===== src/sv/assert_macros.svh =====
// Assertion helpers for the easing evaluator.
// Properties are clocked on clk and disabled while rst_n is low.
`ifndef ASSERT_MACROS_SVH
`define ASSERT_MACROS_SVH
`ifndef SYNTHESIS
`define BEI_CHECK(name, prop) \
    name: assert property (@(posedge clk) disable iff (!rst_n) prop) \
        else $error("bei check failed");
`define BEI_CHECK_NEXT(name, cond, nxt) \
    name: assert property (@(posedge clk) disable iff (!rst_n) (cond) |=> (nxt)) \
        else $error("bei check failed");
`else
`define BEI_CHECK(name, prop)
`define BEI_CHECK_NEXT(name, cond, nxt)
`endif
`endif


===== src/sv/bei_pkg.sv =====
package bei_pkg;

    localparam int NSAMPLES = 33;
    localparam int DUR_W = 20;
    localparam int POS_W = 16;
    localparam int TIME_W = 21;
    localparam int IDX_W = 5;
    localparam int Q10_W = 10;
    localparam int NDIV_IDX = 5;
    localparam int NDIV_FRAC = 7;
    localparam int Q10_FULL = 1023;

    localparam logic [1:0] CURVE_OUT = 2'd0;
    localparam logic [1:0] CURVE_IN = 2'd1;

    localparam logic [1:0] CFG_CURVE = 2'd0;
    localparam logic [1:0] CFG_DURATION = 2'd1;
    localparam logic [1:0] CFG_START = 2'd2;
    localparam logic [1:0] CFG_END = 2'd3;

    localparam logic [9:0] TBL_OUT [NSAMPLES] = '{
        10'd0, 10'd65, 10'd130, 10'd192, 10'd252, 10'd309, 10'd364, 10'd416,
        10'd466, 10'd513, 10'd558, 10'd600, 10'd640, 10'd678, 10'd713, 10'd747,
        10'd778, 10'd808, 10'd836, 10'd862, 10'd886, 10'd908, 10'd928, 10'd946,
        10'd962, 10'd976, 10'd988, 10'd996, 10'd1003, 10'd1009, 10'd1015, 10'd1020,
        10'd1023};

    localparam logic [9:0] TBL_IN [NSAMPLES] = '{
        10'd0, 10'd24, 10'd50, 10'd78, 10'd108, 10'd140, 10'd173, 10'd208,
        10'd244, 10'd282, 10'd321, 10'd360, 10'd401, 10'd442, 10'd483, 10'd525,
        10'd567, 10'd609, 10'd650, 10'd692, 10'd733, 10'd773, 10'd812, 10'd849,
        10'd885, 10'd919, 10'd951, 10'd979, 10'd1001, 10'd1014, 10'd1020, 10'd1022,
        10'd1023};

    localparam logic [9:0] TBL_SPRING [NSAMPLES] = '{
        10'd0, 10'd120, 10'd246, 10'd370, 10'd490, 10'd600, 10'd698, 10'd784,
        10'd856, 10'd916, 10'd962, 10'd994, 10'd1012, 10'd1020, 10'd1023, 10'd1023,
        10'd1023, 10'd1023, 10'd1023, 10'd1023, 10'd1023, 10'd1023, 10'd1023, 10'd1023,
        10'd1023, 10'd1023, 10'd1022, 10'd1020, 10'd1018, 10'd1015, 10'd1012, 10'd1008,
        10'd1023};

    // selectors 2 and 3 fall back to the spring curve
    function automatic logic [9:0] curve_entry(input logic [1:0] sel, input logic [5:0] i);
        logic [9:0] v;
        case (sel)
            CURVE_OUT: v = TBL_OUT[i];
            CURVE_IN: v = TBL_IN[i];
            default: v = TBL_SPRING[i];
        endcase
        return v;
    endfunction

    typedef struct packed {
        logic byp;
        logic signed [POS_W-1:0] bval;
        logic [IDX_W-1:0] idx;
        logic [DUR_W-1:0] rem;
    } seg_t;

    typedef struct packed {
        logic byp;
        logic signed [POS_W-1:0] bval;
        logic [Q10_W-1:0] prog;
    } prog_t;

endpackage


===== src/sv/bei_front.sv =====
module bei_front
    import bei_pkg::*;
(
    input  logic clk,
    input  logic rst_n,
    input  logic [DUR_W-1:0] dur,
    input  logic signed [POS_W-1:0] start_pos,
    input  logic signed [POS_W-1:0] end_pos,
    input  logic in_valid,
    output logic in_ready,
    input  logic signed [TIME_W-1:0] t_in,
    output logic out_valid,
    input  logic out_ready,
    output seg_t out_seg
);

    localparam int NST = NDIV_IDX + 1;

    logic v_reg [NST];
    logic en [NST];
    logic byp_reg [NST];
    logic signed [POS_W-1:0] bval_reg [NST];
    logic [DUR_W-1:0] p_reg [NST];
    logic [IDX_W-1:0] q_reg [NST];
    logic [DUR_W-1:0] p_next [NST];
    logic [IDX_W-1:0] q_next [NST];
    logic end_hit;
    logic start_hit;

    // stall chain: a stage moves when empty or when the next one moves
    always_comb
    begin
        en[NST-1] = !v_reg[NST-1] || out_ready;
        for (int i = NST - 2; i >= 0; i--)
        begin
            en[i] = !v_reg[i] || en[i+1];
        end
    end

    assign in_ready = en[0];

    // end test before start test
    assign end_hit = t_in >= $signed({1'b0, dur});
    assign start_hit = t_in <= $signed(TIME_W'(0));

    // one quotient bit per stage after stage 0; partial remainder stays below dur
    always_comb
    begin
        logic [DUR_W:0] p2;
        p_next[0] = t_in[DUR_W-1:0];
        q_next[0] = '0;
        for (int i = 1; i < NST; i++)
        begin
            p2 = {p_reg[i-1], 1'b0};
            if (p2 >= {1'b0, dur})
            begin
                p_next[i] = DUR_W'(p2 - {1'b0, dur});
                q_next[i] = {q_reg[i-1][IDX_W-2:0], 1'b1};
            end
            else
            begin
                p_next[i] = p2[DUR_W-1:0];
                q_next[i] = {q_reg[i-1][IDX_W-2:0], 1'b0};
            end
        end
    end

    always_ff @(posedge clk or negedge rst_n)
    begin
        if (!rst_n)
        begin
            for (int i = 0; i < NST; i++)
            begin
                v_reg[i] <= 1'b0;
            end
        end
        else
        begin
            if (en[0])
            begin
                v_reg[0] <= in_valid;
            end
            for (int i = 1; i < NST; i++)
            begin
                if (en[i])
                begin
                    v_reg[i] <= v_reg[i-1];
                end
            end
        end
    end

    always_ff @(posedge clk)
    begin
        if (en[0])
        begin
            byp_reg[0] <= end_hit || start_hit;
            bval_reg[0] <= end_hit ? end_pos : start_pos;
            p_reg[0] <= p_next[0];
            q_reg[0] <= q_next[0];
        end
        for (int i = 1; i < NST; i++)
        begin
            if (en[i])
            begin
                byp_reg[i] <= byp_reg[i-1];
                bval_reg[i] <= bval_reg[i-1];
                p_reg[i] <= p_next[i];
                q_reg[i] <= q_next[i];
            end
        end
    end

    assign out_valid = v_reg[NST-1];
    assign out_seg.byp = byp_reg[NST-1];
    assign out_seg.bval = bval_reg[NST-1];
    assign out_seg.idx = q_reg[NST-1];
    assign out_seg.rem = p_reg[NST-1];

endmodule


===== src/sv/bei_interp.sv =====
module bei_interp
    import bei_pkg::*;
(
    input  logic clk,
    input  logic rst_n,
    input  logic [1:0] curve_sel,
    input  logic [DUR_W-1:0] dur,
    input  logic in_valid,
    output logic in_ready,
    input  seg_t in_seg,
    output logic out_valid,
    input  logic out_ready,
    output prog_t out_prog
);

    // stage 0 lookup, 1 product, 2..8 quotient bits, 9 progress
    localparam int NST = NDIV_FRAC + 3;
    localparam int MAG_W = 7;
    localparam int PROD_W = MAG_W + DUR_W;

    typedef struct packed {
        logic byp;
        logic signed [POS_W-1:0] bval;
        logic [Q10_W-1:0] a;
        logic neg;
    } ctl_t;

    logic v_reg [NST];
    logic en [NST];
    ctl_t ctl_reg [NST];
    ctl_t ctl0;
    logic [MAG_W-1:0] mag_reg;
    logic [DUR_W-1:0] rem_reg;
    logic [DUR_W-1:0] p_reg [NST-2];
    logic [NDIV_FRAC-1:0] lo_reg [NST-2];
    logic [NDIV_FRAC-1:0] q_reg [NST-2];
    logic [DUR_W-1:0] p_next [NST-2];
    logic [NDIV_FRAC-1:0] lo_next [NST-2];
    logic [NDIV_FRAC-1:0] q_next [NST-2];
    logic [PROD_W-1:0] prod;
    logic [Q10_W-1:0] ta;
    logic [Q10_W-1:0] tb;
    logic signed [Q10_W:0] diff;
    logic [Q10_W:0] prog_sum;
    logic [Q10_W-1:0] prog_reg;
    ctl_t cl;

    always_comb
    begin
        en[NST-1] = !v_reg[NST-1] || out_ready;
        for (int i = NST - 2; i >= 0; i--)
        begin
            en[i] = !v_reg[i] || en[i+1];
        end
    end

    assign in_ready = en[0];

    // neighboring table entries and the magnitude of their step
    assign ta = curve_entry(curve_sel, {1'b0, in_seg.idx});
    assign tb = curve_entry(curve_sel, 6'({1'b0, in_seg.idx} + 6'd1));
    assign diff = $signed({1'b0, tb}) - $signed({1'b0, ta});
    assign ctl0 = '{byp: in_seg.byp, bval: in_seg.bval, a: ta, neg: diff[Q10_W]};

    assign prod = PROD_W'(mag_reg) * PROD_W'(rem_reg);

    // product is below 128*dur: upper part seeds the remainder, low bits shift in
    always_comb
    begin
        logic [DUR_W:0] p2;
        p_next[0] = prod[PROD_W-1:NDIV_FRAC];
        lo_next[0] = prod[NDIV_FRAC-1:0];
        q_next[0] = '0;
        for (int i = 1; i < NST - 2; i++)
        begin
            p2 = {p_reg[i-1], lo_reg[i-1][NDIV_FRAC-1]};
            lo_next[i] = {lo_reg[i-1][NDIV_FRAC-2:0], 1'b0};
            if (p2 >= {1'b0, dur})
            begin
                p_next[i] = DUR_W'(p2 - {1'b0, dur});
                q_next[i] = {q_reg[i-1][NDIV_FRAC-2:0], 1'b1};
            end
            else
            begin
                p_next[i] = p2[DUR_W-1:0];
                q_next[i] = {q_reg[i-1][NDIV_FRAC-2:0], 1'b0};
            end
        end
    end

    // truncation toward zero: apply the sign to the floored magnitude
    assign cl = ctl_reg[NST-2];
    assign prog_sum = cl.neg ? ({1'b0, cl.a} - (Q10_W+1)'(q_reg[NST-3]))
                             : ({1'b0, cl.a} + (Q10_W+1)'(q_reg[NST-3]));

    always_ff @(posedge clk or negedge rst_n)
    begin
        if (!rst_n)
        begin
            for (int i = 0; i < NST; i++)
            begin
                v_reg[i] <= 1'b0;
            end
        end
        else
        begin
            if (en[0])
            begin
                v_reg[0] <= in_valid;
            end
            for (int i = 1; i < NST; i++)
            begin
                if (en[i])
                begin
                    v_reg[i] <= v_reg[i-1];
                end
            end
        end
    end

    always_ff @(posedge clk)
    begin
        if (en[0])
        begin
            ctl_reg[0] <= ctl0;
            mag_reg <= diff[Q10_W] ? MAG_W'(-diff) : MAG_W'(diff);
            rem_reg <= in_seg.rem;
        end
        for (int i = 1; i < NST; i++)
        begin
            if (en[i])
            begin
                ctl_reg[i] <= ctl_reg[i-1];
            end
        end
        for (int i = 0; i < NST - 2; i++)
        begin
            if (en[i+1])
            begin
                p_reg[i] <= p_next[i];
                lo_reg[i] <= lo_next[i];
                q_reg[i] <= q_next[i];
            end
        end
        if (en[NST-1])
        begin
            prog_reg <= prog_sum[Q10_W-1:0];
        end
    end

    assign out_valid = v_reg[NST-1];
    assign out_prog.byp = ctl_reg[NST-1].byp;
    assign out_prog.bval = ctl_reg[NST-1].bval;
    assign out_prog.prog = prog_reg;

endmodule


===== src/sv/bei_scale.sv =====
module bei_scale
    import bei_pkg::*;
(
    input  logic clk,
    input  logic rst_n,
    input  logic signed [POS_W-1:0] start_pos,
    input  logic signed [POS_W-1:0] end_pos,
    input  logic in_valid,
    output logic in_ready,
    input  prog_t in_prog,
    output logic out_valid,
    input  logic out_ready,
    output logic signed [POS_W-1:0] result
);

    localparam int NST = 3;
    localparam int X_W = POS_W + Q10_W;
    localparam int QE_W = X_W + 1 - Q10_W;
    localparam int R_W = 12;

    logic v_reg [NST];
    logic en [NST];
    logic byp_reg [NST-1];
    logic signed [POS_W-1:0] bval_reg [NST-1];
    logic neg_reg [NST-1];
    logic [X_W-1:0] x_reg;
    logic [QE_W-1:0] qe_reg;
    logic [R_W-1:0] r_reg;
    logic signed [POS_W:0] span;
    logic [POS_W-1:0] span_mag;
    logic [X_W:0] est_sum;
    logic [QE_W-1:0] qe;
    logic [X_W:0] r_full;
    logic [POS_W-1:0] q_fix;
    logic signed [POS_W-1:0] res_next;

    always_comb
    begin
        en[NST-1] = !v_reg[NST-1] || out_ready;
        for (int i = NST - 2; i >= 0; i--)
        begin
            en[i] = !v_reg[i] || en[i+1];
        end
    end

    assign in_ready = en[0];

    assign span = (POS_W+1)'(end_pos) - (POS_W+1)'(start_pos);
    assign span_mag = span[POS_W] ? POS_W'(-span) : POS_W'(span);

    // x/1023 estimated as x*(1 + 2^-10 + 2^-20)/1024, at most one short
    assign est_sum = (X_W+1)'(x_reg) + (X_W+1)'(x_reg >> 10) + (X_W+1)'(x_reg >> 20);
    assign qe = est_sum[X_W:Q10_W];
    assign r_full = (X_W+1)'(x_reg) - (((X_W+1)'(qe) << 10) - (X_W+1)'(qe));

    // final correction, sign and bypass selection
    always_comb
    begin
        if (r_reg >= R_W'(2 * Q10_FULL))
        begin
            q_fix = POS_W'(qe_reg + QE_W'(2));
        end
        else if (r_reg >= R_W'(Q10_FULL))
        begin
            q_fix = POS_W'(qe_reg + QE_W'(1));
        end
        else
        begin
            q_fix = POS_W'(qe_reg);
        end
        if (byp_reg[NST-2])
        begin
            res_next = bval_reg[NST-2];
        end
        else if (neg_reg[NST-2])
        begin
            res_next = start_pos - $signed(q_fix);
        end
        else
        begin
            res_next = start_pos + $signed(q_fix);
        end
    end

    always_ff @(posedge clk or negedge rst_n)
    begin
        if (!rst_n)
        begin
            for (int i = 0; i < NST; i++)
            begin
                v_reg[i] <= 1'b0;
            end
        end
        else
        begin
            if (en[0])
            begin
                v_reg[0] <= in_valid;
            end
            for (int i = 1; i < NST; i++)
            begin
                if (en[i])
                begin
                    v_reg[i] <= v_reg[i-1];
                end
            end
        end
    end

    always_ff @(posedge clk)
    begin
        if (en[0])
        begin
            byp_reg[0] <= in_prog.byp;
            bval_reg[0] <= in_prog.bval;
            neg_reg[0] <= span[POS_W];
            x_reg <= X_W'(span_mag) * X_W'(in_prog.prog);
        end
        if (en[1])
        begin
            byp_reg[1] <= byp_reg[0];
            bval_reg[1] <= bval_reg[0];
            neg_reg[1] <= neg_reg[0];
            qe_reg <= qe;
            r_reg <= r_full[R_W-1:0];
        end
        if (en[2])
        begin
            result <= res_next;
        end
    end

    assign out_valid = v_reg[NST-1];

endmodule


===== src/sv/bezier_ease_lut_interpolator_unit.sv =====
// Easing curve evaluator: one elapsed time in, one eased position out.
// Input channel: in_valid/in_ready with elapsed_time (signed, 21 bits).
// Output channel: out_valid/out_ready with eased_value (signed, 16 bits).
// Config port: cfg_we, cfg_index, cfg_data; index 0 curve select,
// 1 duration, 2 start position, 3 end position. Write only while idle.
// Throughput: one item per cycle while the output is not stalled. The
// pipeline is built from the bit-per-stage dividers (5 stages for the
// segment index, 7 for the interpolation fraction) plus lookup,
// multiply and the divide-by-1023 stages.
// Every stage holds when the stage after it is full and stalled; empty
// stages keep filling, so input is taken while a result waits as long as
// some stage ahead is free. Nothing is dropped or repeated on a stall.
// Reset clears all valid bits and sets every config register to zero.
module bezier_ease_lut_interpolator_unit
    import bei_pkg::*;
(
    input  logic clk,
    input  logic rst_n,
    input  logic cfg_we,
    input  logic [1:0] cfg_index,
    input  logic [DUR_W-1:0] cfg_data,
    input  logic in_valid,
    output logic in_ready,
    input  logic signed [TIME_W-1:0] elapsed_time,
    output logic out_valid,
    input  logic out_ready,
    output logic signed [POS_W-1:0] eased_value
);

`include "assert_macros.svh"

    logic [1:0] curve_reg;
    logic [DUR_W-1:0] dur_reg;
    logic signed [POS_W-1:0] start_reg;
    logic signed [POS_W-1:0] end_reg;
    logic seg_valid;
    logic seg_ready;
    seg_t seg;
    logic prog_valid;
    logic prog_ready;
    prog_t prog;

    // configuration registers
    always_ff @(posedge clk or negedge rst_n)
    begin
        if (!rst_n)
        begin
            curve_reg <= '0;
            dur_reg <= '0;
            start_reg <= '0;
            end_reg <= '0;
        end
        else if (cfg_we)
        begin
            case (cfg_index)
                CFG_CURVE: curve_reg <= cfg_data[1:0];
                CFG_DURATION: dur_reg <= cfg_data;
                CFG_START: start_reg <= cfg_data[POS_W-1:0];
                CFG_END: end_reg <= cfg_data[POS_W-1:0];
                default: ;
            endcase
        end
    end

    bei_front u_front (
        .clk(clk), .rst_n(rst_n), .dur(dur_reg),
        .start_pos(start_reg), .end_pos(end_reg),
        .in_valid(in_valid), .in_ready(in_ready), .t_in(elapsed_time),
        .out_valid(seg_valid), .out_ready(seg_ready), .out_seg(seg)
    );

    bei_interp u_interp (
        .clk(clk), .rst_n(rst_n), .curve_sel(curve_reg), .dur(dur_reg),
        .in_valid(seg_valid), .in_ready(seg_ready), .in_seg(seg),
        .out_valid(prog_valid), .out_ready(prog_ready), .out_prog(prog)
    );

    bei_scale u_scale (
        .clk(clk), .rst_n(rst_n), .start_pos(start_reg), .end_pos(end_reg),
        .in_valid(prog_valid), .in_ready(prog_ready), .in_prog(prog),
        .out_valid(out_valid), .out_ready(out_ready), .result(eased_value)
    );

    // an empty output register means every stage can move
    `BEI_CHECK(a_ready_when_empty, !out_valid |-> in_ready)
    // a stalled segment item stays put
    `BEI_CHECK_NEXT(a_seg_hold, seg_valid && !seg_ready, seg_valid && $stable(seg))
    // a stalled progress item stays put
    `BEI_CHECK_NEXT(a_prog_hold, prog_valid && !prog_ready, prog_valid && $stable(prog))

endmodule

===== config.mk =====
export PLATFORM = sky130hd
export DESIGN_NAME = bezier_ease_lut_interpolator_unit
export DESIGN_NICKNAME = d
export VERILOG_FILES = /design/src/sv/bei_pkg.sv /design/src/sv/bei_front.sv /design/src/sv/bei_interp.sv /design/src/sv/bei_scale.sv /design/src/sv/bezier_ease_lut_interpolator_unit.sv
export VERILOG_INCLUDE_DIRS = /design/src /design/src/sv
export SDC_FILE = /design/constraint.sdc
export NUM_CORES = 2
export LEC_CHECK = 0
export BUFFER_PORTS_ARGS = -buffer_cell sky130_fd_sc_hd__buf_2
export CAP_MARGIN = 30
export CORE_UTILIZATION = 45
export CTS_CLUSTER_DIAMETER = 200
export DETAILED_ROUTE_END_ITERATION = 12
export HOLD_SLACK_MARGIN = 0.02
export PLACE_DENSITY = 0.62
export SETUP_SLACK_MARGIN = 0.2
export SYNTH_ARGS = -nofsm -noshare
export SYNTH_HDL_FRONTEND = slang
export SYNTH_HIERARCHICAL = 1
export SYNTH_SLANG_ARGS = --single-unit
export TNS_END_PERCENT = 50

===== constraint.sdc =====
create_clock -name clk -period 15.5 [get_ports clk]
set_input_delay 1.55 -clock clk [delete_from_list [all_inputs] [get_ports clk]]
set_output_delay 1.55 -clock clk [all_outputs]
set_load 0.1 [all_outputs]

==> results.toml <==
[yosys]
syn-num-nets = 6115
synth_edf_count = 845
synth_ff_type = "edfxtp_1"
ys_warn_count = 6
yosys-top-cells-area = "edfxtp_1 42%, ha_1 10%, fa_1 7.3%"
synthArstFlopShare = 0.0795
ys_ff_latch = 918
syn_avg_cell_area_sq_um = 11.3
yosysSeqAreaShare = 0.448
synth.distinct_cells = 113
synth_top_cell_area_share = 0.418
syn_inst = 5348
synthesis.area_sq_um = 60700
yosysTopAreaCell = "edfxtp_1"

[critical_path]
crit_path_max_incr_delay_ns = 0.74
crit_buf_inv = 7
slowest_stage = "xnor2_1"
critPathKind = "flop to flop"
cp_max_fo = 10
cpLargestDelayFamily = "adder cells"
required_ns = 15.97
cp.arrival_ns = 9.38
crit_path_end_kind = "flop"
startpoint_type = "flop"

[route]
wl_per_cell_um = 20.1
dr.pass1.iters = 10
wl_um = 146000
vias = 40664
viasPerCell = 5.61
drt_iter0_markers = 3325
postRouteAntennaNets = 0
drc_errors = 6

[clock_network]
hold_buffers = 0
cts_root_buf = "clkbuf_16"
insertion_delay_ns = 0.72
clock-sinks = 918
cts_made_buffers = 98
cts_setup_buffers = 0
clockBufferDepth = 3
cts_max_level = 3
tritoncts = "yes"
clkTransAtPathRegs_ns = 0.07
ctsResizeCount = 0

[flow_run]
drv_cap = 0

[place]
port_buffers = 65
globalplace.congestion = 0.897
hpwl_um = 109000

[timing]
rsz0062_at_grt = "false"
hold_viol_final = 0
finalMaxSlewViolations = 0
min_period_ns = 8.91
fin_setup_tns_ns = 0
period_share = 0.575
max_slew_margin = 0.335
worstMarginPinSlew_ns = 0.991
clock_skew_ns = 0.0340
max_freq_ghz = 0.112
setup_viol = 0

[final_layout]
layout_common_cells = "845 x edfxtp_1, 499 x ha_1, 430 x inv_1"
drive_above_1_share = 0.101
seqCellArea_sq_um = 27200
syn2layout_area_growth_pct = 9.53
final_nets = 6171
final_common_cell = "edfxtp_1"
multi_input_area_sq_um = 31200
nFillCells = 11850
largest_register_ff_count = 269

[global_route]
antenna_found_initial = 10
grt_first_pass_wirelength_um = 227000
grt_max_degree = 66
grt_use_total = 0.213
globalRouteMet3Util = 0.0304
grt_util_met2 = 0.338
overflow = 0
grtUsageMet1 = 0.304
grt_pass1_vias = 39636
grt-busiest-layer = "met2"

[floorplan]
pin_count = 66
rows = 134
initial_utilization = 0.454
core_sq_um = 134000
fp.dieH_um = 369
die_w_um = 369
die-area_sq_um = 136000

[hold_path]
hp-class = "flop to flop"

[status]
violations = "DRC"
status = "finished with violations"
## cell usage after synthesis, drive strengths merged, types with 121 or more instances
cell type,n
inv,439
xor2,121
o21ai,259
and2,177
nor2,298
nand2,360
mux2,237
fa,220
xnor2,205
edfxtp,845
ha,499
a21oi,347
## routing by layer
metal	up-vias	share of wire	wire, um
li1	19440	-	-
met1	19953	0.47	68400
met3	197	0.053	7670
met5	-	0.00012	18
met4	2	0.025	3670
met2	1072	0.45	66000
## cell type report
| class | instances | area share |
|---|---|---|
| Tap cell | 1768 | 0.0333 |
| Sequential cell | 918 | 0.409 |
| Inverter | 439 | 0.0248 |
| Clock inverter | 65 | 0.0133 |
| Clock buffer | 115 | 0.0389 |
| Timing Repair Buffer | 113 | 0.0116 |
| Multi-Input combinational cell | 3834 | 0.469 |
| Antenna cell | 1 | 0.0000376 |
## kinds of logic (layout without fill, tap and decap cells)
logic type / count (synthesis) / in the layout / synth area share
AND/OR/NAND/NOR: 1361 / 1361 / 0.113
AO/OA/AOI/OAI: 1160 / 1160 / 0.124
flip-flops: 918 / 918 / 0.448
adder cells (fa/ha/maj): 719 / 719 / 0.175
buffers and inverters: 596 / 732 / 0.0392
XOR/XNOR: 326 / 326 / 0.0475
multiplexers: 268 / 268 / 0.0528
other: 0 / 1 / 0
## stage by stage
step	util	instances	hold WS, ns	instance area [sq um]	setup slack [ns]
after floorplan	-	5348	0.400	60700	3.95
after global placement	0.471	7066	0.401	62900	6.68
after detailed placement	0.471	7069	0.405	62900	6.61
after CTS	0.497	7249	0.389	66400	6.61
after global routing	0.498	7253	0.397	66500	5.98
final	0.498	7253	0.393	66500	6.59
## worst paths after layout
| path | start | to | slack, ns | cells past startpoint |
|---|---|---|---|---|
| max in group asynchronous | rst_n | dur_reg[19] | 14.04 | 3 |
| hold reg to reg | u_interp/ctl_reg[5][26] | u_interp/ctl_reg[6][26] | 0.39 | 0 |
| min in group asynchronous | rst_n | u_interp/v_reg[2] | 0.67 | 1 |
| hold / removal | u_interp/ctl_reg[5][26] | u_interp/ctl_reg[6][26] | 0.39 | 0 |
| setup reg to reg | end_reg[0] | u_scale/x_reg[25] | 6.59 | 32 |
| setup / recovery | end_reg[0] | u_scale/x_reg[25] | 6.59 | 32 |
Power is not shown: default switching activity piles up to over one toggle a cycle in this logic, so the estimate is an artifact.
